$ cat config.mk
export PLATFORM = sky130hd
export DESIGN_NAME = sem_queue
export DESIGN_NICKNAME = d
export VERILOG_FILES = /design/src/hdl/sem_pkg.sv /design/src/hdl/sem_queue.sv
export SDC_FILE = /design/constraint.sdc
export NUM_CORES = 1
export LEC_CHECK = 0
export BUFFER_PORTS_ARGS = -buffer_cell sky130_fd_sc_hd__buf_2
export CAP_MARGIN = 40
export CORE_MARGIN = 5
export CORE_UTILIZATION = 56
export CTS_BUF_LIST = sky130_fd_sc_hd__clkbuf_8 sky130_fd_sc_hd__clkbuf_16
export CTS_CLUSTER_SIZE = 10
export DETAILED_ROUTE_END_ITERATION = 10
export GPL_TIMING_DRIVEN = 0
export PLACE_DENSITY_LB_ADDON = 0.3
export SETUP_SLACK_MARGIN = 0.5
export SYNTH_ARGS = -nofsm -noshare
export SYNTH_HDL_FRONTEND = slang
export SYNTH_SLANG_ARGS = --single-unit
export TNS_END_PERCENT = 100
$ cat constraint.sdc
create_clock -name clk -period 2 [get_ports clk]
set_clock_uncertainty 0.05 [all_clocks]
set_input_delay 0.1 -clock clk [delete_from_list [all_inputs] [get_ports clk]]
set_output_delay 0.1 -clock clk [all_outputs]
set_load 0.005 [all_outputs]
$ cat src/hdl/sem_pkg.sv
package sem_pkg;

  // line store depth and derived widths
  localparam int MAX_WIDTH = 1024;
  localparam int COL_W     = $clog2(MAX_WIDTH);

  // register and pixel widths
  localparam int FW_W  = 11;
  localparam int FH_W  = 12;
  localparam int PIX_W = 8;
  localparam int SUM_W = 10;

  localparam logic [FW_W-1:0] WIDTH_RESET  = 11'd640;
  localparam logic [FH_W-1:0] HEIGHT_RESET = 12'd480;
  localparam logic [FW_W-1:0] WIDTH_MIN    = 11'd3;
  localparam logic [FW_W-1:0] WIDTH_MAX    = FW_W'(MAX_WIDTH);
  localparam logic [FH_W-1:0] HEIGHT_MIN   = 12'd3;

  // register map: index taken from paddr[2]
  localparam logic REG_WIDTH  = 1'b0;
  localparam logic REG_HEIGHT = 1'b1;

  // divide by three: (x * 683) >> 11 is exact for x below 2048
  localparam logic [SUM_W-1:0] DIV3_MUL   = 10'd683;
  localparam int               DIV3_SHIFT = 11;
  localparam int               PROD_W     = 2 * SUM_W;

  // column queue
  localparam int Q_DEPTH = 4;
  localparam int Q_PTR_W = $clog2(Q_DEPTH);
  localparam int Q_CNT_W = Q_PTR_W + 1;

  // gradient and root widths
  localparam int GRAD_W          = 10;
  localparam int SQ_W            = 2 * GRAD_W;
  localparam int SSUM_W          = SQ_W + 1;
  localparam int RAD_W           = 16;
  localparam int ROOT_W          = 8;
  localparam int REM_W           = 10;
  localparam int SQRT_STAGES     = 4;
  localparam int STEPS_PER_STAGE = 2;

  // 255 squared: anything at or above saturates
  localparam logic [SSUM_W-1:0] SAT_LIMIT = 21'd65025;
  localparam logic [ROOT_W-1:0] MAG_MAX   = 8'd255;

  typedef struct packed {
    logic [FW_W-1:0] width;
    logic [FH_W-1:0] height;
  } frame_cfg_t;

  typedef struct packed {
    logic [PIX_W-1:0] upper;
    logic [PIX_W-1:0] middle;
    logic [PIX_W-1:0] lower;
  } pix_col_t;

  typedef struct packed {
    pix_col_t pix;
    logic     emit;
    logic     last;
  } col_item_t;

  typedef struct packed {
    logic full;
    logic almost_full;
    logic empty;
  } q_status_t;

  typedef struct packed {
    logic [REM_W-1:0]  rem;
    logic [ROOT_W-1:0] root;
  } sqrt_acc_t;

  function automatic logic [PIX_W-1:0] gray_of(input logic [PIX_W-1:0] r,
                                                input logic [PIX_W-1:0] g,
                                                input logic [PIX_W-1:0] b);
    logic [SUM_W-1:0]  sum;
    logic [PROD_W-1:0] prod;
    sum  = SUM_W'(r) + SUM_W'(g) + SUM_W'(b);
    prod = PROD_W'(sum) * PROD_W'(DIV3_MUL);
    return prod[DIV3_SHIFT +: PIX_W];
  endfunction

  // a + 2b + c
  function automatic logic [GRAD_W-1:0] wsum(input logic [PIX_W-1:0] a,
                                             input logic [PIX_W-1:0] b,
                                             input logic [PIX_W-1:0] c);
    return GRAD_W'(a) + GRAD_W'({b, 1'b0}) + GRAD_W'(c);
  endfunction

  function automatic logic [GRAD_W-1:0] absdiff(input logic [GRAD_W-1:0] p,
                                                input logic [GRAD_W-1:0] q);
    return (p >= q) ? (p - q) : (q - p);
  endfunction

  // one digit of the restoring square root, two radicand bits a step
  function automatic sqrt_acc_t sqrt_step(input sqrt_acc_t acc, input logic [1:0] pair);
    logic [REM_W+1:0] trial;
    logic [REM_W+1:0] part;
    sqrt_acc_t        res;
    part  = {acc.rem, pair};
    trial = (REM_W + 2)'({acc.root, 2'b01});
    if (part >= trial) begin
      res.rem  = REM_W'(part - trial);
      res.root = {acc.root[ROOT_W-2:0], 1'b1};
    end else begin
      res.rem  = part[REM_W-1:0];
      res.root = {acc.root[ROOT_W-2:0], 1'b0};
    end
    return res;
  endfunction

endpackage

$ cat src/hdl/sem_queue.sv
module sem_queue
  import sem_pkg::*;
(
  input  logic      clk,
  input  logic      rst_n,
  input  logic      push,
  input  col_item_t push_item,
  input  logic      pop,
  output col_item_t pop_item,
  output q_status_t q_status
);

  col_item_t          slot_r [Q_DEPTH];
  logic [Q_PTR_W-1:0] wr_ptr_r, wr_ptr_nxt;
  logic [Q_PTR_W-1:0] rd_ptr_r, rd_ptr_nxt;
  logic [Q_CNT_W-1:0] count_r, count_nxt;

  always_comb begin
    wr_ptr_nxt = push ? wr_ptr_r + 1'b1 : wr_ptr_r;
    rd_ptr_nxt = pop ? rd_ptr_r + 1'b1 : rd_ptr_r;
    unique case ({push, pop})
      2'b10:   count_nxt = count_r + 1'b1;
      2'b01:   count_nxt = count_r - 1'b1;
      default: count_nxt = count_r;
    endcase
  end

  always_ff @(posedge clk) begin
    if (!rst_n) begin
      wr_ptr_r <= '0;
      rd_ptr_r <= '0;
      count_r  <= '0;
    end else begin
      wr_ptr_r <= wr_ptr_nxt;
      rd_ptr_r <= rd_ptr_nxt;
      count_r  <= count_nxt;
    end
  end

  always_ff @(posedge clk) begin
    if (push) begin
      slot_r[wr_ptr_r] <= push_item;
    end
  end

  assign pop_item             = slot_r[rd_ptr_r];
  assign q_status.full        = (count_r == Q_CNT_W'(Q_DEPTH));
  assign q_status.almost_full = (count_r >= Q_CNT_W'(Q_DEPTH - 1));
  assign q_status.empty       = (count_r == '0);

`ifndef SYNTH
  a_no_overflow: assert property (@(posedge clk) disable iff (!rst_n)
    push |-> !q_status.full)
    else $error("push into full column queue");
  a_fill_step: assert property (@(posedge clk) disable iff (!rst_n)
    (push && !pop) |=> (count_r == $past(count_r) + 1'b1))
    else $error("queue fill count out of step");
`endif

endmodule

==> metrics, run 1 <==
WP data required around 1.9 ns; WS Path Type reg2out; Comb pwr share about a tenth; fin area 5740 um^2; grt ovf 0; max-slew violation count 0; dpl hpwl 4.50 mm; #FFs+latches synth between 100 and 150; TritonCTS clock tree built; area grow syn2layout 35.0%; Clock Path Buffers 2; Pleak 2.09 nW; Post-Syn Area about 4300 um^2; antenna cells 0; complex-gate fraction of the synthesized area less than 1%; GR Layer Usage met3 around 5.2%; Placer Congestion 0.638; final period utilization a little over nine tenths; Top Usage Layer GRT met2; Int Power about 5.2 mW; slew margin rel. around 73%; Net Sw Power 1.36 mW; DR DRC count 0; Synthesis Warnings 0; DR iter-0 viols 122; final hold viol count 0; worst-path maximum fanout 7; Mapped Avg Cell Area roughly 23 um^2; hold_ws roughly 0.09 ns; Die Y ~100 um; Final ANT Viol Nets 0; Starting Density about 58%; Post-Synthesis Cells between 150 and 200; Avg WL per Cell around 21 um; XOR/XNOR Fraction of Synth Area just over 1%; register area share after synthesis ~78%; sequential share of power about two fifths; final setup fails 0; port buffer count 58; Synth Area in Adders around 1.9%; vias in the first global route between 2000 and 2500; Clk pin slew, worst setup/hold paths 0.05 ns; syn nets 219; layout cells sized above 1 a little under half; outcome finished clean; CP Capture Type output pin; vias per cell between 5 and 6; cells on worst reg2reg path 5; first-pass GRT wire length 12.4 mm; total CTS buffers 17; commonest non-fill, non-tap cell in the layout edfxtp_1; I/O pin total 59; worst min-delay path class in2reg; simple logic cell fraction of the synthesized area 2.21%; Slew @ Worst Pin slightly above 0.4 ns; Sink Count approximately 110; Final nets 333; post-synthesis mux area share roughly 15%; Power per Cell Area roughly 1100 nW/um^2; Min-Delay Path Depth 4; CP Launch Type register; # H-tree levels 4; largest family of logic cells by synthesized area multiplexers; Clock Latency Late Sink about 0.51 ns; grt met1 use between 20% and 30%; area post-placement 4680 um^2; crit path time final approximately 2 ns; pin count of the biggest net entering global routing 27; Root Buffer clkbuf_8; M2 GR Usage 29.7%; Die W 97.2 um; Routed WL 8.76 mm; core area around 7300 um^2; commonest cells after routing, fill and taps aside edfxtp_1, buf_2, dlygate4sd3_1, mux4_2, clkbuf_16; RSZ-0062 raised after global routing true; Yosys cell types 23; Die Area 9440 um^2; Worst IR Drop VDD approximately 0.00075 V; Rows 31; antenna violations before repair 0; clock network power share 48.3%; fmax a little over 500 MHz; max-cap violation count 0; worst path arrival time approximately 1.8 ns; first drt pass iteration count 4; sw frac between 20% and 30%; global-route usage over all layers 17.6%; Vias between 2000 and 2500
==> path summary, 6_finish.rpt <==
check | start | endpoint | slack (ns)
setup reg to reg | count_r[1]$_SDFFE_PN0P_ | count_r[2]$_SDFFE_PN0P_ | 0.53
hold / removal | pop | count_r[2]$_SDFFE_PN0P_ | 0.09
hold reg to reg | count_r[2]$_SDFFE_PN0P_ | count_r[2]$_SDFFE_PN0P_ | 0.51
setup / recovery | register | pop_item[21] | 0.03
==> layout make-up <==
class                      count  area (um^2)
tap                           99          124
multi-input combinational     58          862
buffer                         6         87.6
clock buffer                  17          414
timing repair buffer          95          709
sequential                   113         3310
clock inverter                15          216
fill                         359         1590
inverter                       6         22.5
==> state kept, by name (all words and copies together) (netlist names), named ones only <==
signal    count
slot_r      104
rd_ptr_r      2
count_r       3
wr_ptr_r      2
==> timing repair <==
| item | 4_1_cts | 5_1_grt |
|---|---|---|
| hold endpoints to repair | 113 | 0 |
| pin swaps | 0 | 3 |
| gates resized for setup | 13 | 14 |
| buffers inserted | 4 | 1 |
| cloned | 0 | 2 |
| hold buffers | 30 | 0 |
| setup endpoints to repair | 131 | 28 |
==> worst max-delay path: stages (launching register included) <==
cell and delay (ns):
dfxtp_2 0.34, buf_12 0.14, buf_4 0.14, mux4_2 0.54
buf_2 0.15
==> Yosys cell counts <==
master	n	share of area, %
xor2_1	3	0.62
buf_12	2	0.94
mux4_1	6	3.7
nand2_1	2	0.18
nor2b_1	1	0.15
dfxtp_1	9	4.2
buf_2	2	0.24
or3_1	1	0.15
mux2i_1	1	0.24
inv_1	6	0.53
o21ai_0	2	0.24
ha_1	5	1.5
and3_1	1	0.15
mux4_2	20	11
clkbuf_2	1	0.12
a21boi_0	1	0.18
and2_1	10	1.5
a21o_1	1	0.18
nor3_1	1	0.12
fa_1	1	0.47
edfxtp_1	104	73
buf_6	1	0.26
xnor2_1	2	0.41
==> layer usage <==
metal | wire [um] | share of wire, %
met5 | 0 | 0
met1 | 3550 | 40
met4 | 278 | 3.2
met2 | 4550 | 52
met3 | 385 | 4.4
==> logic make-up after synthesis <==
family | Yosys count
flops | 113
mux | 27
simple gates | 16
buf+inv | 12
fa+ha+maj | 6
xor+xnor | 5
compound gates | 4
==> through the flow <==
stage / total power, mW / utilization [%] / setup slack [ns] / std cells / setup TNS, ns
CTS: 6.51 / 77.1 / 0.0366 / 406 / 0
detailed placement: 3.30 / 63.8 / 0.342 / 340 / 0
global placement: 3.28 / 63.8 / 0.382 / 340 / 0
finish: 6.57 / 78.3 / 0.0315 / 409 / 0
global route: 6.77 / 78.3 / -0.0167 / 409 / -0.0167
floorplan: 3.08 / - / 0.534 / 183 / 0
==> power groups by stage <==
| stage | combinational [mW] | clock [mW] | sequential (mW) |
|---|---|---|---|
| floorplan | 0.302 | 0 | 2.78 |
| global placement | 0.491 | 0 | 2.79 |
| detailed placement | 0.507 | 0 | 2.80 |
| CTS | 0.593 | 3.17 | 2.75 |
| global route | 0.693 | 3.31 | 2.76 |
| finish | 0.645 | 3.17 | 2.75 |
Power figures use the tool's default switching activity.
==> run 2, diff against run 1 <==
Settings changed: ABC_AREA from default to 1.
==> metrics, run 2 <==
slew margin rel. 81.1% (+8.6 points); Synth Area in Adders 1.92% (-0.017 points); max-cap violation count 0 (unchanged); Rows 32 (+3.2%); Post-Syn Area 4290 um^2 (+0.88%); global-route usage over all layers 22.5% (+4.9 points); CP Capture Type output pin; reg2reg end slot_r[0][18]$_DFFE_PP_; dpl ws 0.143 ns (-0.199 ns); antenna violations before repair 0 (unchanged); Post-synth ARST share 0% (unchanged); final setup fails 0 (unchanged); Worst R2R Start wr_ptr_r[0]$_SDFFE_PN0P_; top cell type's share of synthesized area 72.7% (-0.64 points); Routed WL 12.8 mm (+46%); Worst Hold Launch push_item[19]; area post-placement 4740 um^2 (+1.3%); # fillers 328 (-8.6%); Final TNS setup 0 ns (unchanged); Synth area leader edfxtp_1; CP delay by family, top buffers and inverters; WS Path Type reg2out; layout cells sized above 1 41.4% (-3.7 points); first drt pass iteration count 5 (+1); Final nets 479 (+44%); complex-gate fraction of the synthesized area 11.3% (+11 points); Mapped Avg Cell Area 13.9 um^2 (-40%); commonest non-fill, non-tap cell in the layout edfxtp_1; hold_ws 0.291 ns (+0.203 ns); worst path bufs/invs 4 (+1); worst path arrival time 1.70 ns (-0.12 ns); Worst Hold Path EP slot_r[2][19]$_DFFE_PP_; #FFs+latches synth 113 (unchanged); pin count of the biggest net entering global routing 17 (-37%); outcome finished clean; post-synthesis mux area share 0% (-15 points); total power 6.77 mW (+2.9%); XOR/XNOR Fraction of Synth Area 0% (-1.0 points); max-slew violation count 0 (unchanged); worst min-delay path class in2reg; Slew @ Worst Pin 0.281 ns (-0.131 ns); main flop type after synthesis edfxtp_1; placed cells 470 (+38%); worst-path maximum fanout 7 (unchanged); port buffer count 58 (unchanged); RSZ-0062 raised after global routing true; total CTS buffers 17 (unchanged); Worst IR Drop VDD 0.00126 V (+67%); CP Launch Type register; core area 7610 um^2 (+3.8%); Yosys cell types 19 (-17%); Die W 97.6 um (+0.40%); area grow syn2layout 50.7%; largest cells by area after synthesis edfxtp_1, o21ai_0, nor2_1, dfxtp_1, o22ai_1; I/O pin total 59 (unchanged); Placer Congestion 0.719 (+13%); cells on worst reg2reg path 5 (unchanged); Starting Density 56.4% (-1.6 points); crit path time final 1.85 ns (-0.116 ns); Pleak 2.43 nW (+16%); simple logic cell fraction of the synthesized area 6.09% (+3.9 points); Min-Delay Path Depth 2 (-2); Power per Cell Area 1050 nW/um^2 (-8.6%); final hold viol count 0 (unchanged); Core Util, Final 85.1% (+6.7 points); Worst R2R Setup Slack 0.57 ns (+0.04 ns); Die Y 97.6 um (+0.40%); Final ANT Viol Nets 0 (unchanged); CP max stage cell dfxtp_4; Synthesis Warnings 0 (unchanged); dpl hpwl 5.39 mm (+20%); top flop regs slot_r: 104 flops, count_r: 3 flops; fin area 6470 um^2 (+13%); leading cell types by count after synthesis edfxtp_1, nor2_1, o21ai_0; sequence of cells on the critical path buf_12 -> inv_16 -> buf_8 -> o21ai_1 -> o22ai_1 -> buf_2; Post-Synthesis Cells 309 (+69%); largest family of logic cells by synthesized area compound AO/OA/AOI/OAI gates; TritonCTS clock tree built; Die Area 9520 um^2 (+0.79%); Post-synth EDFFs 104 (unchanged); Biggest register slot_r; Sink Count 113 (unchanged); vias in the first global route 3082 (+30%); Root Buffer clkbuf_8; setup slack after layout 0.148 ns (+0.116 ns); antenna cells 0 (unchanged); first-pass GRT wire length 16.1 mm (+29%); commonest cells after routing, fill and taps aside edfxtp_1, buf_2, nor2_1, dlygate4sd3_1, o21ai_1; Clock Latency Late Sink 0.52 ns (about the same); Avg WL per Cell 23.0 um (+7.3%); top-count cell post-synth edfxtp_1; register area share after synthesis 76.9% (-0.68 points); max reg flops 104 (unchanged); syn nets 345 (+58%); WP data required 1.85 ns (about the same); Final Non-Filler Cells 558 (+36%); Clock Path Buffers 2 (unchanged); # H-tree levels 4 (unchanged); fmax 540 MHz (+6.3%); vias per cell 5.90 (+8.5%); DR DRC count 0 (unchanged); final period utilization 92.6% (-5.8 points); grt ovf 0 (unchanged); DR iter-0 viols 258 (+110%); Vias 3294 (+48%); critical path's largest stage delay 0.38 ns (-0.16 ns); Clk pin slew, worst setup/hold paths 0.06 ns (about the same)
run 2: changes by cell type in the layout (fill, tap and decap cells not counted), sizes merged, moves of 7 or more:
cell      previous run  this run
and2                10         0
buf                 69        89
clkinvlp             1         9
inv                  6        16
mux4                26         0
nand2                2         9
nor2                 0        55
o21ai                2        59
o22ai                0        26
run 2: cells by family after synthesis:
family / Yosys count
compound gates: 90
fa+ha+maj: 6
simple gates: 68
flops: 113
buf+inv: 32
run 2: repair_timing:
item / 4_1_cts / 5_1_grt
gates cloned: 4 / 8
setup endpoints to repair: 130 / 62
pin swaps: 4 / 18
setup buffers: 14 / 0
gates resized for setup: 55 / 90
hold buffers: 30 / 0
endpoints found under the hold margin: 113 / 0
run 2: power breakdown:
part           total [mW]  internal (mW)  switching, mW
combinational       0.808          0.379          0.429
sequential           2.75           2.70         0.0519
clock                3.21           2.14           1.07
total                6.77           5.21           1.55
run 2: metal layers:
metal | routed length (um) | up-vias | track usage, %
met5 | 0 | - | 0
met4 | 364 | 0 | 8.41
met3 | 1090 | 35 | 7.47
met2 | 6670 | 202 | 38.5
met1 | 4700 | 1630 | 26.3
li1 | - | 1427 | -
run 2: layout make-up:
class / instances / area, um^2 / area share (%)
Sequential cell: 113 / 3310 / 51.2
Multi-Input combinational cell: 164 / 1070 / 16.6
Timing Repair Buffer: 111 / 970 / 15.0
Clock buffer: 17 / 414 / 6.40
Buffer: 15 / 226 / 3.50
Clock inverter: 15 / 214 / 3.31
Tap cell: 102 / 128 / 1.97
Inverter: 17 / 100 / 1.55
Timing Repair inverter: 4 / 33.8 / 0.522
run 2: worst max path at each step:
stage,start,to,slack (ns),depth (start not counted)
after floorplan,wr_ptr_r[0]$_SDFFE_PN0P_,slot_r[0][0]$_DFFE_PP_,0.53,4
after global placement,wr_ptr_r[0]$_SDFFE_PN0P_,slot_r[3][0]$_DFFE_PP_,0.14,3
after detailed placement,wr_ptr_r[0]$_SDFFE_PN0P_,slot_r[2][17]$_DFFE_PP_,0.14,4
after CTS,register,pop_item[11],0.23,6
after global routing,register,pop_item[2],0.05,6
final,register,pop_item[2],0.15,6
