==> src/hdl/sem_pkg.sv <==
package sem_pkg;

  // line store depth and derived widths
  localparam int MAX_WIDTH = 1024;
  localparam int COL_W     = $clog2(MAX_WIDTH);

  // register and pixel widths
  localparam int FW_W  = 11;
  localparam int FH_W  = 12;
  localparam int PIX_W = 8;
  localparam int SUM_W = 10;

  localparam logic [FW_W-1:0] WIDTH_RESET  = 11'd640;
  localparam logic [FH_W-1:0] HEIGHT_RESET = 12'd480;
  localparam logic [FW_W-1:0] WIDTH_MIN    = 11'd3;
  localparam logic [FW_W-1:0] WIDTH_MAX    = FW_W'(MAX_WIDTH);
  localparam logic [FH_W-1:0] HEIGHT_MIN   = 12'd3;

  // register map: index taken from paddr[2]
  localparam logic REG_WIDTH  = 1'b0;
  localparam logic REG_HEIGHT = 1'b1;

  // divide by three: (x * 683) >> 11 is exact for x below 2048
  localparam logic [SUM_W-1:0] DIV3_MUL   = 10'd683;
  localparam int               DIV3_SHIFT = 11;
  localparam int               PROD_W     = 2 * SUM_W;

  // column queue
  localparam int Q_DEPTH = 4;
  localparam int Q_PTR_W = $clog2(Q_DEPTH);
  localparam int Q_CNT_W = Q_PTR_W + 1;

  // gradient and root widths
  localparam int GRAD_W          = 10;
  localparam int SQ_W            = 2 * GRAD_W;
  localparam int SSUM_W          = SQ_W + 1;
  localparam int RAD_W           = 16;
  localparam int ROOT_W          = 8;
  localparam int REM_W           = 10;
  localparam int SQRT_STAGES     = 4;
  localparam int STEPS_PER_STAGE = 2;

  // 255 squared: anything at or above saturates
  localparam logic [SSUM_W-1:0] SAT_LIMIT = 21'd65025;
  localparam logic [ROOT_W-1:0] MAG_MAX   = 8'd255;

  typedef struct packed {
    logic [FW_W-1:0] width;
    logic [FH_W-1:0] height;
  } frame_cfg_t;

  typedef struct packed {
    logic [PIX_W-1:0] upper;
    logic [PIX_W-1:0] middle;
    logic [PIX_W-1:0] lower;
  } pix_col_t;

  typedef struct packed {
    pix_col_t pix;
    logic     emit;
    logic     last;
  } col_item_t;

  typedef struct packed {
    logic full;
    logic almost_full;
    logic empty;
  } q_status_t;

  typedef struct packed {
    logic [REM_W-1:0]  rem;
    logic [ROOT_W-1:0] root;
  } sqrt_acc_t;

  function automatic logic [PIX_W-1:0] gray_of(input logic [PIX_W-1:0] r,
                                                input logic [PIX_W-1:0] g,
                                                input logic [PIX_W-1:0] b);
    logic [SUM_W-1:0]  sum;
    logic [PROD_W-1:0] prod;
    sum  = SUM_W'(r) + SUM_W'(g) + SUM_W'(b);
    prod = PROD_W'(sum) * PROD_W'(DIV3_MUL);
    return prod[DIV3_SHIFT +: PIX_W];
  endfunction

  // a + 2b + c
  function automatic logic [GRAD_W-1:0] wsum(input logic [PIX_W-1:0] a,
                                             input logic [PIX_W-1:0] b,
                                             input logic [PIX_W-1:0] c);
    return GRAD_W'(a) + GRAD_W'({b, 1'b0}) + GRAD_W'(c);
  endfunction

  function automatic logic [GRAD_W-1:0] absdiff(input logic [GRAD_W-1:0] p,
                                                input logic [GRAD_W-1:0] q);
    return (p >= q) ? (p - q) : (q - p);
  endfunction

  // one digit of the restoring square root, two radicand bits a step
  function automatic sqrt_acc_t sqrt_step(input sqrt_acc_t acc, input logic [1:0] pair);
    logic [REM_W+1:0] trial;
    logic [REM_W+1:0] part;
    sqrt_acc_t        res;
    part  = {acc.rem, pair};
    trial = (REM_W + 2)'({acc.root, 2'b01});
    if (part >= trial) begin
      res.rem  = REM_W'(part - trial);
      res.root = {acc.root[ROOT_W-2:0], 1'b1};
    end else begin
      res.rem  = part[REM_W-1:0];
      res.root = {acc.root[ROOT_W-2:0], 1'b0};
    end
    return res;
  endfunction

endpackage

==> src/hdl/sem_back.sv <==
module sem_back
  import sem_pkg::*;
(
  input  logic              clk,
  input  logic              rst_n,
  input  q_status_t         q_status,
  input  col_item_t         pop_item,
  output logic              pop,
  output logic              mag_valid,
  input  logic              mag_ready,
  output logic [ROOT_W-1:0] mag,
  output logic              mag_last
);

  pix_col_t           win0_r, win1_r;

  logic               s1_vld_r;
  logic [GRAD_W-1:0]  s1_sx_r, s1_sy_r;
  logic               s1_last_r;

  logic               s2_vld_r;
  logic [SQ_W-1:0]    s2_sqx_r, s2_sqy_r;
  logic               s2_last_r;

  logic               s3_vld_r;
  logic [RAD_W-1:0]   s3_rad_r;
  logic               s3_sat_r;
  logic               s3_last_r;

  logic               sq_vld_r  [SQRT_STAGES];
  sqrt_acc_t          sq_acc_r  [SQRT_STAGES];
  logic [RAD_W-1:0]   sq_rad_r  [SQRT_STAGES];
  logic               sq_sat_r  [SQRT_STAGES];
  logic               sq_last_r [SQRT_STAGES];

  logic               out_vld_r;
  logic [ROOT_W-1:0]  out_mag_r;
  logic               out_last_r;

  logic               en;
  logic [SSUM_W-1:0]  sq_sum;
  pix_col_t           cur;

  // whole pipeline moves when the output register is free or being taken
  assign en  = !out_vld_r || mag_ready;
  assign pop = en && !q_status.empty;
  assign cur = pop_item.pix;

  // window shifts on every column, interior or not
  always_ff @(posedge clk) begin
    if (!rst_n) begin
      win0_r <= '0;
      win1_r <= '0;
    end else if (pop) begin
      win0_r <= win1_r;
      win1_r <= cur;
    end
  end

  always_ff @(posedge clk) begin
    if (!rst_n) begin
      s1_vld_r <= 1'b0;
      s2_vld_r <= 1'b0;
      s3_vld_r <= 1'b0;
    end else if (en) begin
      s1_vld_r <= pop && pop_item.emit;
      s2_vld_r <= s1_vld_r;
      s3_vld_r <= s2_vld_r;
    end
  end

  assign sq_sum = SSUM_W'(s2_sqx_r) + SSUM_W'(s2_sqy_r);

  always_ff @(posedge clk) begin
    if (en) begin
      // gx: right column minus left, gy: bottom row minus top
      s1_sx_r   <= absdiff(wsum(cur.upper, cur.middle, cur.lower),
                           wsum(win0_r.upper, win0_r.middle, win0_r.lower));
      s1_sy_r   <= absdiff(wsum(win0_r.lower, win1_r.lower, cur.lower),
                           wsum(win0_r.upper, win1_r.upper, cur.upper));
      s1_last_r <= pop_item.last;
      s2_sqx_r  <= SQ_W'(s1_sx_r) * SQ_W'(s1_sx_r);
      s2_sqy_r  <= SQ_W'(s1_sy_r) * SQ_W'(s1_sy_r);
      s2_last_r <= s1_last_r;
      s3_rad_r  <= sq_sum[RAD_W-1:0];
      s3_sat_r  <= (sq_sum >= SAT_LIMIT);
      s3_last_r <= s2_last_r;
    end
  end

  // square root, two digits per stage
  for (genvar k = 0; k < SQRT_STAGES; k++) begin : g_sqrt
    sqrt_acc_t        acc_in, acc_out;
    logic [RAD_W-1:0] rad_in;
    logic             vld_in, sat_in, last_in;

    if (k == 0) begin : g_first
      assign vld_in  = s3_vld_r;
      assign acc_in  = '0;
      assign rad_in  = s3_rad_r;
      assign sat_in  = s3_sat_r;
      assign last_in = s3_last_r;
    end else begin : g_next
      assign vld_in  = sq_vld_r[k-1];
      assign acc_in  = sq_acc_r[k-1];
      assign rad_in  = sq_rad_r[k-1];
      assign sat_in  = sq_sat_r[k-1];
      assign last_in = sq_last_r[k-1];
    end

    always_comb begin
      acc_out = acc_in;
      for (int j = 0; j < STEPS_PER_STAGE; j++) begin
        acc_out = sqrt_step(acc_out, rad_in[RAD_W-1-2*j -: 2]);
      end
    end

    always_ff @(posedge clk) begin
      if (!rst_n) begin
        sq_vld_r[k] <= 1'b0;
      end else if (en) begin
        sq_vld_r[k] <= vld_in;
      end
    end

    always_ff @(posedge clk) begin
      if (en) begin
        sq_acc_r[k]  <= acc_out;
        sq_rad_r[k]  <= rad_in << (2 * STEPS_PER_STAGE);
        sq_sat_r[k]  <= sat_in;
        sq_last_r[k] <= last_in;
      end
    end
  end

  always_ff @(posedge clk) begin
    if (!rst_n) begin
      out_vld_r <= 1'b0;
    end else if (en) begin
      out_vld_r <= sq_vld_r[SQRT_STAGES-1];
    end
  end

  always_ff @(posedge clk) begin
    if (en) begin
      out_mag_r  <= sq_sat_r[SQRT_STAGES-1] ? MAG_MAX : sq_acc_r[SQRT_STAGES-1].root;
      out_last_r <= sq_last_r[SQRT_STAGES-1];
    end
  end

  assign mag_valid = out_vld_r;
  assign mag       = out_mag_r;
  assign mag_last  = out_last_r;

`ifndef SYNTH
  a_hold_on_stall: assert property (@(posedge clk) disable iff (!rst_n)
    !en |=> ($stable(sq_vld_r[SQRT_STAGES-1]) && $stable(s3_vld_r)))
    else $error("back pipeline moved while stalled");
`endif

endmodule

==> config.mk <==
export PLATFORM = sky130hd
export DESIGN_NAME = sem_back
export DESIGN_NICKNAME = d
export VERILOG_FILES = /design/src/hdl/sem_pkg.sv /design/src/hdl/sem_back.sv
export SDC_FILE = /design/constraint.sdc
export NUM_CORES = 1
export LEC_CHECK = 0
export ABC_AREA = 1
export CAP_MARGIN = 20
export CELL_PAD_IN_SITES_DETAIL_PLACEMENT = 1
export CELL_PAD_IN_SITES_GLOBAL_PLACEMENT = 2
export CORE_UTILIZATION = 30
export DETAILED_ROUTE_END_ITERATION = 10
export DONT_BUFFER_PORTS = 1
export GPL_TIMING_DRIVEN = 0
export PLACE_DENSITY = 0.63
export SETUP_SLACK_MARGIN = 0.4
export SYNTH_ARGS = -nofsm -noshare
export SYNTH_HDL_FRONTEND = slang
export SYNTH_SLANG_ARGS = --single-unit
export TNS_END_PERCENT = 20
==> constraint.sdc <==
create_clock -name clk -period 7.6 [get_ports clk]
set_clock_uncertainty 0.05 [all_clocks]
set_input_delay 1.52 -clock clk [delete_from_list [all_inputs] [get_ports clk]]
set_output_delay 1.52 -clock clk [all_outputs]
set_load 0.01 [all_outputs]
==> key figures, run 1 <==
Worst setup path
  • Crit-path max cell delay: 0.55 ns
  • Crit path required time: 7.87 ns
  • WS Path Type: reg2reg
  • Worst reg-to-reg setup slack: 1.69 ns
  • CP dominant cell by count: nand2_1
  • Worst reg2reg path depth: 20
  • Worst Setup End Kind: flop
  • Startpoint Class: flop
  • FF-to-FF Start: s1_sx_r[1]
  • Family with the most delay on the worst path: adder cells
  • Slowest CP cell: fa_1
  • End of the worst register-to-register path: s2_sqx_r[18]
  • Critical path data arrival time: about 6 ns
  • CP cell instances: clkbuf_1 > nand2_1 > fa_1 > fa_1 > inv_1 > fa_1 > fa_1 > inv_1 > fa_1 > inv_1 > ha_1 > nand2_1 > nand2_1 > a31oi_1 > nand2_1 > a21boi_0 > o21ai_0 > a21o_1 > nand2_1 > nand2_1
  • Worst Path Buf+Inv: 4
  • Worst-path fanout max: 10

Placed design
  • Post-detail-place hpwl: 41830 um
  • Setup WS pre-CTS: between 1.5 and 2 ns
  • Final Wtd Congestion: 0.8099
  • Port Buffers: 0

STA
  • Final hold vios: 0
  • Minimum clock period: just under 6 ns
  • Final Setup Violations: 0
  • RSZ-0062 raised after global routing: false
  • Fmax: 169.1 MHz
  • Tcrit/Tclk final: a little under 80%
  • Worst rel slew slack: 50.17%
  • Final-report max-slew violation count: 0
  • Final setup margin: 1.687 ns
  • Worst-margin pin slew: between 0.7 and 0.8 ns

Clock tree
  • # clock sinks: 222
  • Number of hold buffers added after cts: 0
  • TritonCTS buffer count: 29
  • Clk buf depth: 3
  • Root Driver: clkbuf_16
  • Setup bufs post-CTS: 0
  • Clk Latency, worst-skew pair: around 0.57 ns
  • Post_cts resized: 0
  • H-tree Lvls: 1
  • CTS tree: done
  • Clock slew at reported path FFs: approximately 0.060 ns

Synthesis
  • FF+latch count, synth: between 200 and 250
  • Avg Cell Area, Syn: around 8.5 um^2
  • Top_reg_cell synth: edfxtp_1
  • Syn Nets: 2728
  • Synth area leaders: edfxtp_1 (26%), ha_1 (14%), fa_1 (13%), nand2_1 (8.9%), inv_1 (7.5%)
  • Synthesized cell area: 0.01987 mm^2
  • Yosys cell types: 53
  • Synth warn: 0
  • Number of synthesized flops with an enable pin: 169
  • Post-synth top area share: 25.54%
  • Post-synthesis sequential area ratio: a little under a third
  • Async set-reset flop share out of synthesis: 0%
  • Yosys top cell by area: edfxtp_1
  • Synth Instances: 2338

Floorplanning
  • Die H: 259.3 um
  • Die width: between 200 and 300 um
  • Core area: 0.06493 mm^2
  • Die area: ~0.067 mm^2
  • IO Count: 43
  • Starting Density: 30.60%
  • Rows: 93

Route
  • Remaining DRCs: 0
  • Via density: roughly 4.7
  • Detailed-route via count: 15126
  • Initial DRC count: 443
  • Wire per inst: 15.66 um
  • WL final: 50860 um
  • Routed Antenna Nets: 0
  • TritonRoute pass-1 iters: 5

Layout
  • Layout cells sized above 1: just under 5%
  • Layout area overhead: 10.52%
  • Number of inserted diodes: 0
  • Fin nets: ~2800

Job
  • Max cap viols: 0

Min path
  • Hold crit path type: reg2reg
  • WHS Path Cells: 0
  • Hold_sp: sq_rad_r[0][0]
  • Hold endpoint: sq_rad_r[1][4]

Global routing
  • Global route overflow: 0
  • First-pass GRT wire length: 84500 um
  • Initial antenna violation count: 0
  • Total Routing Usage GR: 15.53%
  • Vias in the first global route: 16750
  • Largest net degree at the start of global routing: 130

Run status
  • Status: finished, final reports clean
layer usage:
metal / wire length (um) / part of all wire [%] / vias up / track usage (%)
met5: 0 / 0 / - / 0
met4: 1050 / 2.1 / 0 / 3.186
met3: 1767 / 3.5 / 56 / 2.695
met2: 26430 / 52 / 127 / 29.33
met1: 21610 / 42 / 7344 / 18.12
li1: - / - / 7599 / -
worst reg2reg max path, cell delays in order (launching register included):
cell and delay (ns):
edfxtp_1 0.44, clkbuf_1 0.50, nand2_1 0.19, fa_1 0.53, fa_1 0.54, inv_1 0.05, fa_1 0.51, fa_1 0.55
inv_1 0.06, fa_1 0.53, inv_1 0.05, ha_1 0.36, nand2_1 0.09, nand2_1 0.05, a31oi_1 0.13, nand2_1 0.10
a21boi_0 0.29, o21ai_0 0.31, a21o_1 0.25, nand2_1 0.05, nand2_1 0.04
metrics by stage:
step / area [um^2] / util (%) / hold slack (ns) / setup TNS, ns / instances
finish: 21960 / 33.82 / 0.3676 / 0 / 3248
global route: 21960 / 33.82 / 0.3745 / 0 / 3248
CTS: 21960 / 33.82 / 0.3699 / 0 / 3248
detailed placement: 20970 / 32.30 / 0.3551 / 0 / 3194
global placement: 20940 / 32.24 / 0.3504 / -0.3066 / 3193
floorplan: 19870 / - / 0.3503 / 0 / 2338
synth_stat cells, types with 8 or more instances:
master and number:
nand2_1 470, inv_1 397, ha_1 228, nor2_1 206
edfxtp_1 169, fa_1 130, a21oi_1 127, o21ai_0 114
xor2_1 95, nand3_1 91, dfxtp_1 53, clkbuf_1 48
xnor2_1 30, nand4_1 23, or2_2 14, a21o_1 13
o21bai_1 12, inv_2 8
worst max path at each step:
| stage | start | to | slack, ns | cells past startpoint |
|---|---|---|---|---|
| after global routing | s1_sx_r[1] | s2_sqx_r[18] | 1.17 | 20 |
| after detailed placement | s1_sx_r[1] | s2_sqx_r[16] | 1.58 | 20 |
| after global placement | mag_ready | sq_vld_r[0] | -0.07 | 4 |
| after CTS | s1_sx_r[1] | s2_sqx_r[16] | 1.56 | 20 |
| after floorplan | mag_ready | sq_vld_r[0] | 1.85 | 4 |
| final | s1_sx_r[1] | s2_sqx_r[18] | 1.69 | 20 |
cell families after synthesis:
family                     after synthesis  share of synthesized area [%]
adders and majority gates              358                          27.46
DFF                                    222                          30.89
xor gates and xnor gates               125                          5.511
AOI/OAI and AO/OA                      314                          8.830
buffers and inverters                  462                          8.817
and+or+nand+nor                        857                          18.50
registers in the layout (all words and copies together) (netlist names), 4 cells and up:
register	count
win1_r	24
sq_sat_r	4
sq_acc_r	47
sq_last_r	4
win0_r	24
s2_sqy_r	19
s2_sqx_r	19
sq_vld_r	4
sq_rad_r	24
s1_sy_r	10
s1_sx_r	10
mag	8
g_sqrt.rad_in	16
placed cells by master, fill, tap and decap left out, drive strengths merged, types with 4 or more instances in the layout:
cell / count
a21o: 13
a21oi: 129
a221oi: 4
a31oi: 7
buf: 10
clkbuf: 84
clkinv: 11
dfxtp: 53
edfxtp: 169
fa: 130
ha: 228
inv: 407
nand2: 481
nand3: 97
nand3b: 4
nand4: 23
nor2: 217
nor3: 9
nor4: 6
o21a: 6
o21ai: 122
o21bai: 12
o221ai: 4
or2: 16
xnor2: 30
xor2: 95
final cells by class:
class,count,area (um^2)
Fill cell,7718,42970
Inverter,405,1528
Timing Repair Buffer,1,27.53
Clock inverter,18,181.4
Multi-Input combinational cell,1654,11980
Clock buffer,36,804.5
Tap cell,855,1070
Buffer,57,231.5
Sequential cell,222,6136
Power of run 1 is not shown: default switching activity piles up to over one toggle a cycle in this logic, so the estimate is an artifact.
==> run 2, diff against run 1 <==
clock period = 6.15 ns   (was 7.6 ns; I/O delays follow)
==> run 2 against run 1 <==
Net effect: sequential share of layout area about the same; count of clock-buffer cells in the layout stayed put; non-clock buffer count did not move; via count about the same; largest cell class unchanged; highest routed layer unchanged.
==> key figures, run 2 (synthesized netlist as in run 1, its figures left out) <==
Route
  • Detailed-route via count: 15135 (+0.060%)
  • Remaining DRCs: 0 (unchanged)
  • TritonRoute pass-1 iters: 5 (unchanged)
  • WL final: 50860 um (about the same)
  • Via density: 4.660 (about the same)
  • Wire per inst: 15.66 um (about the same)
  • Initial DRC count: 452 (+2.0%)
  • Routed Antenna Nets: 0 (unchanged)

STA
  • Final hold vios: 0 (unchanged)
  • Worst-margin pin slew: 0.7508 ns (+0.003367 ns)
  • Final-report max-slew violation count: 0 (unchanged)
  • RSZ-0062 raised after global routing: true
  • Final setup margin: 0.6609 ns (-1.026 ns)
  • Minimum clock period: 5.489 ns (-0.4238 ns)
  • Fmax: 182.2 MHz (+7.7%)
  • Worst rel slew slack: 49.95% (-0.22 points)
  • Final Setup Violations: 0 (unchanged)
  • Tcrit/Tclk final: 89.25% (+11 points)
  • Setup_tns: 0 ns (unchanged)

Worst setup path
  • WS Path Type: reg2reg
  • Crit-path max cell delay: 0.56 ns (about the same)
  • CP startpoint: s1_sy_r[6]
  • Crit path required time: 6.42 ns (-1.45 ns)
  • Worst Setup End Kind: flop
  • Worst-path fanout max: 9 (-1)
  • Slowest CP cell: fa_1
  • CP cell instances: clkbuf_1 > nand2_1 > inv_1 > fa_1 > fa_1 > fa_1 > fa_1 > inv_1 > fa_1 > inv_1 > ha_1 > nand2_1 > nor2_1 > nand2_1 > nand2_1 > a31oi_1 > o21bai_1 > nand2_1 > nand3_1 > nand2_1
  • Family with the most delay on the worst path: adder cells
  • End of the worst register-to-register path: s2_sqy_r[17]
  • Worst Path Buf+Inv: 4 (unchanged)
  • CP dominant cell by count: nand2_1
  • CP endpoint: s2_sqy_r[17]
  • FF-to-FF Start: s1_sy_r[6]
  • Critical path data arrival time: 5.76 ns (-0.42 ns)
  • Startpoint Class: flop
  • Worst reg2reg path depth: 20 (unchanged)
  • Worst reg-to-reg setup slack: 0.66 ns (-1.03 ns)
  • Crit. path cell count: 20 (unchanged)

Layout
  • Commonest non-fill, non-tap cell in the layout: nand2_1
  • Max FFs per register: 47 (unchanged)
  • Layout area overhead: 10.65%
  • Final core occ: 33.86% (+0.039 points)
  • FILL cells: 7720 (+0.026%)
  • Layout cells sized above 1: 5.391% (+0.59 points)
  • Commonest non-fill, non-tap cells in the layout: nand2_1 (470), inv_1 (396), ha_1 (228)
  • Fin nets: 2760 (unchanged)
  • Number of inserted diodes: 0 (unchanged)
  • Final non-filler cell total: 3248 (unchanged)
  • Top reg by flops: sq_acc_r

Clock tree
  • H-tree Lvls: 1 (unchanged)
  • TritonCTS buffer count: 29 (unchanged)
  • CTS tree: done
  • Number of hold buffers added after cts: 0 (unchanged)
  • Clk buf depth: 3 (unchanged)
  • Clk Latency, worst-skew pair: 0.57 ns (about the same)
  • Root Driver: clkbuf_16
  • Post_cts resized: 5 (+5)
  • Clock slew at reported path FFs: 0.06 ns (about the same)
  • Setup bufs post-CTS: 0 (unchanged)
  • # clock sinks: 222 (unchanged)

Floorplanning
  • Core area: 0.06493 mm^2 (unchanged)
  • Die H: 259.3 um (unchanged)
  • Die area: 0.06725 mm^2 (unchanged)
  • Die width: 259.3 um (unchanged)
  • IO Count: 43 (unchanged)
  • Starting Density: 30.60% (unchanged)
  • Rows: 93 (unchanged)

Global routing
  • Vias in the first global route: 16749 (-0.0060%)
  • Initial antenna violation count: 0 (unchanged)
  • Largest net degree at the start of global routing: 130 (unchanged)
  • Total Routing Usage GR: 15.52% (about the same)
  • Global route overflow: 0 (unchanged)
  • First-pass GRT wire length: 84480 um (about the same)

Placed design
  • Port Buffers: 0 (unchanged)
  • Final Wtd Congestion: 0.8099 (unchanged)
  • Post-detail-place hpwl: 41830 um (unchanged)
  • Setup WS pre-CTS: 0.1339 ns (-1.450 ns)
  • Inst Count DP: 3194 (unchanged)

Run status
  • Status: finished, final reports clean

Job
  • Max cap viols: 0 (unchanged)

Min path
  • Hold crit path type: reg2reg
==> run 2: cell counts in the layout (fill, tap and decap cells not counted) <==
No cell type changed its count.
==> run 2: layout make-up <==
type	count	area [um^2]	area share, %
tap	855	1070	4.867
clock inverter	18	181.4	0.8253
sequential	222	6136	27.91
multi-input combinational	1654	11980	54.51
inverter	405	1528	6.950
buffer	57	252.7	1.150
clock buffer	36	804.5	3.660
timing repair buffer	1	27.53	0.1252
==> run 2: how the worst min path moves through the flow <==
stage | from | endpoint | slack [ns] | cells past startpoint
finish | sq_rad_r[0][0] | sq_rad_r[1][4] | 0.37 | 0
global route | g_sqrt[0].rad_in[5] | sq_rad_r[0][5] | 0.37 | 0
CTS | s1_last_r | s2_last_r | 0.37 | 0
detailed placement | sq_rad_r[0][3] | sq_rad_r[1][7] | 0.36 | 0
global placement | sq_last_r[1] | sq_last_r[2] | 0.35 | 0
floorplan | s2_last_r | g_sqrt[0].last_in | 0.35 | 0
==> run 2: through the flow <==
stage	area (um^2)	hold WS, ns
final	21980	0.3676
after global routing	21980	0.3745
after CTS	21960	0.3699
after detailed placement	20970	0.3551
after global placement	20940	0.3504
after floorplan	19870	0.3503
==> run 2: per-layer routing <==
metal | GRT usage [%] | up-vias | wire length, um
met5 | 0 | - | 0
met4 | 3.186 | 0 | 1048
met3 | 2.695 | 57 | 1778
met2 | 29.33 | 127 | 26410
met1 | 18.11 | 7349 | 21620
li1 | - | 7602 | -
Power of run 2 is left out for the same reason.
==> run 3, diff against run 2 <==
CELL_PAD_IN_SITES_GLOBAL_PLACEMENT = 1   (was 2)
PLACE_DENSITY = 0.53   (was 0.63)
==> run 3 against run 2 <==
Net effect: sequential cell count stayed put; sequential share of layout area hardly changed; first-iteration DRC count is 15% higher; register-to-register slack better by 0.09 ns; maximum frequency is 1.7% higher; wire length is 2.7% lower; critical path depth is 1 higher; final area is 0.14% higher; worst hold slack worse by 0.0050 ns; global-route usage is 0.18 points lower; die area stayed put; critical endpoint unchanged.
==> key figures, run 3 (synthesized netlist as in run 1, its figures left out) <==
Layout
  • Multi-input logic area: 0.01198 mm^2 (unchanged)
  • Number of inserted diodes: 0 (unchanged)
  • Fin nets: 2761 (+0.036%)
  • FILL cells: 7729 (+0.12%)
  • Commonest non-fill, non-tap cell in the layout: nand2_1
  • Max FFs per register: 47 (unchanged)
  • Register area: 0.006136 mm^2 (unchanged)
  • Layout cells sized above 1: 5.349% (-0.042 points)
  • Commonest non-fill, non-tap cells in the layout: nand2_1 (470), inv_1 (396), ha_1 (228)
  • Final non-filler cell total: 3248 (unchanged)
  • Top reg by flops: sq_acc_r
  • Layout area overhead: 10.80%

Clock tree
  • Clock slew at reported path FFs: 0.06 ns (about the same)
  • CTS tree: done
  • Root Driver: clkbuf_16
  • Clk buf depth: 3 (unchanged)
  • H-tree Lvls: 1 (unchanged)
  • TritonCTS buffer count: 28 (-3.4%)
  • Clk Latency, worst-skew pair: 0.56 ns (about the same)
  • Number of hold buffers added after cts: 0 (unchanged)
  • # clock sinks: 222 (unchanged)

STA
  • Fmax: 185.2 MHz (+1.7%)
  • Final Setup Violations: 0 (unchanged)
  • Worst-margin pin slew: 0.7254 ns (-0.02539 ns)
  • Tcrit/Tclk final: 87.80% (-1.5 points)
  • Minimum clock period: 5.400 ns (-0.08927 ns)
  • Final hold vios: 0 (unchanged)
  • RSZ-0062 raised after global routing: false
  • Worst rel slew slack: 51.64% (+1.7 points)
  • Final-report max-slew violation count: 0 (unchanged)

Global routing
  • Initial antenna violation count: 0 (unchanged)
  • Vias in the first global route: 16731 (-0.11%)
  • Total Routing Usage GR: 15.35% (-0.18 points)
  • First-pass GRT wire length: 84040 um (-0.51%)
  • Global route overflow: 0 (unchanged)
  • Largest net degree at the start of global routing: 90 (-31%)

Placed design
  • Inst Count DP: 3194 (unchanged)
  • Post-detail-place hpwl: 40770 um (-2.5%)
  • Port Buffers: 0 (unchanged)
  • Final Wtd Congestion: 0.8288 (+2.3%)

Worst setup path
  • Worst-path fanout max: 10 (+1)
  • Critical path data arrival time: 5.67 ns (-0.09 ns)
  • Worst Setup End Kind: flop
  • Worst reg-to-reg setup slack: 0.75 ns (+0.09 ns)
  • Crit path required time: 6.42 ns (about the same)
  • WS Path Type: reg2reg
  • Startpoint Class: flop

Route
  • TritonRoute pass-1 iters: 6 (+1)
  • Wire per inst: 15.24 um (-2.7%)
  • WL final: 49510 um (-2.7%)
  • Detailed-route via count: 15106 (-0.19%)
  • Routed Antenna Nets: 0 (unchanged)
  • Remaining DRCs: 0 (unchanged)
  • Initial DRC count: 518 (+15%)
  • Via density: 4.651 (-0.19%)

Floorplanning
  • Rows: 93 (unchanged)
  • Die H: 259.3 um (unchanged)
  • Core area: 0.06493 mm^2 (unchanged)
  • Die area: 0.06725 mm^2 (unchanged)
  • Die width: 259.3 um (unchanged)
  • IO Count: 43 (unchanged)
  • Starting Density: 30.60% (unchanged)

Run status
  • Status: finished, final reports clean

Min path
  • Hold crit path type: reg2reg

Job
  • Max cap viols: 0 (unchanged)
run 3: changes by cell type in the layout (fill, tap and decap cells not counted), sizes merged:
cell,before,now
clkbuf,84,81
buf,10,11
bufinv,3,6
clkinvlp,2,1
run 3: metrics by stage:
stage / cell area (um^2) / setup WS (ns) / hold WS, ns / util [%] / setup TNS [ns]
finish: 22010 / 0.7501 / 0.3626 / 33.90 / 0
CTS: 21980 / 0.4116 / 0.3667 / 33.85 / 0
floorplan: 19870 / 0.6898 / 0.3503 / - / 0
detailed placement: 20970 / 0.1393 / 0.3552 / 32.30 / 0
global route: 22010 / 0.4025 / 0.3679 / 33.90 / 0
global placement: 20940 / -1.290 / 0.3553 / 32.24 / -114.44
run 3: worst max-delay path, stage by stage, from the launching register on:
cell	delay [ns]
edfxtp_1	0.42
clkbuf_1	0.52
nand2_1	0.11
inv_1	0.13
fa_1	0.45
fa_1	0.47
ha_1	0.34
fa_1	0.55
inv_1	0.06
fa_1	0.53
inv_1	0.04
ha_1	0.35
a21oi_1	0.16
o21ai_0	0.14
nand2_1	0.08
nand2_1	0.06
a31oi_1	0.30
o21bai_1	0.15
nand2_1	0.10
nand2_1	0.05
nand2_1	0.06
nand2_1	0.04
run 3: repair_timing:
action / CTS / global route
gates resized for setup: 4 / 25
endpoints found under the setup margin: 3 / 10
endpoints found under the hold margin: 0 / 0
buffers inserted: 0 / 2
run 3: layout make-up:
class                           instances  area share, %
Buffer                                 57          1.148
Clock buffer                           32          3.297
Clock inverter                         20          1.250
Inverter                              405          6.940
Multi-Input combinational cell       1654          54.44
Sequential cell                       222          27.87
Tap cell                              855          4.860
Timing Repair Buffer                    3         0.1933
run 3: layer usage:
layer | global-route usage, % | vias up | share of wire (%)
met4 | 2.827 | 0 | 1.7
li1 | - | 7596 | -
met2 | 29.42 | 134 | 53
met5 | 0 | - | 0
met1 | 17.76 | 7330 | 42
met3 | 2.539 | 46 | 3.5
run 3: path summary, 6_finish.rpt:
kind / start / endpoint / cells past startpoint
setup / recovery: s1_sy_r[4] / s2_sqy_r[17] / 21
hold / removal: s1_last_r / s2_last_r / 0
setup reg to reg: s1_sy_r[4] / s2_sqy_r[17] / 21
hold reg to reg: s1_last_r / s2_last_r / 0
Power of run 3 is left out for the same reason.
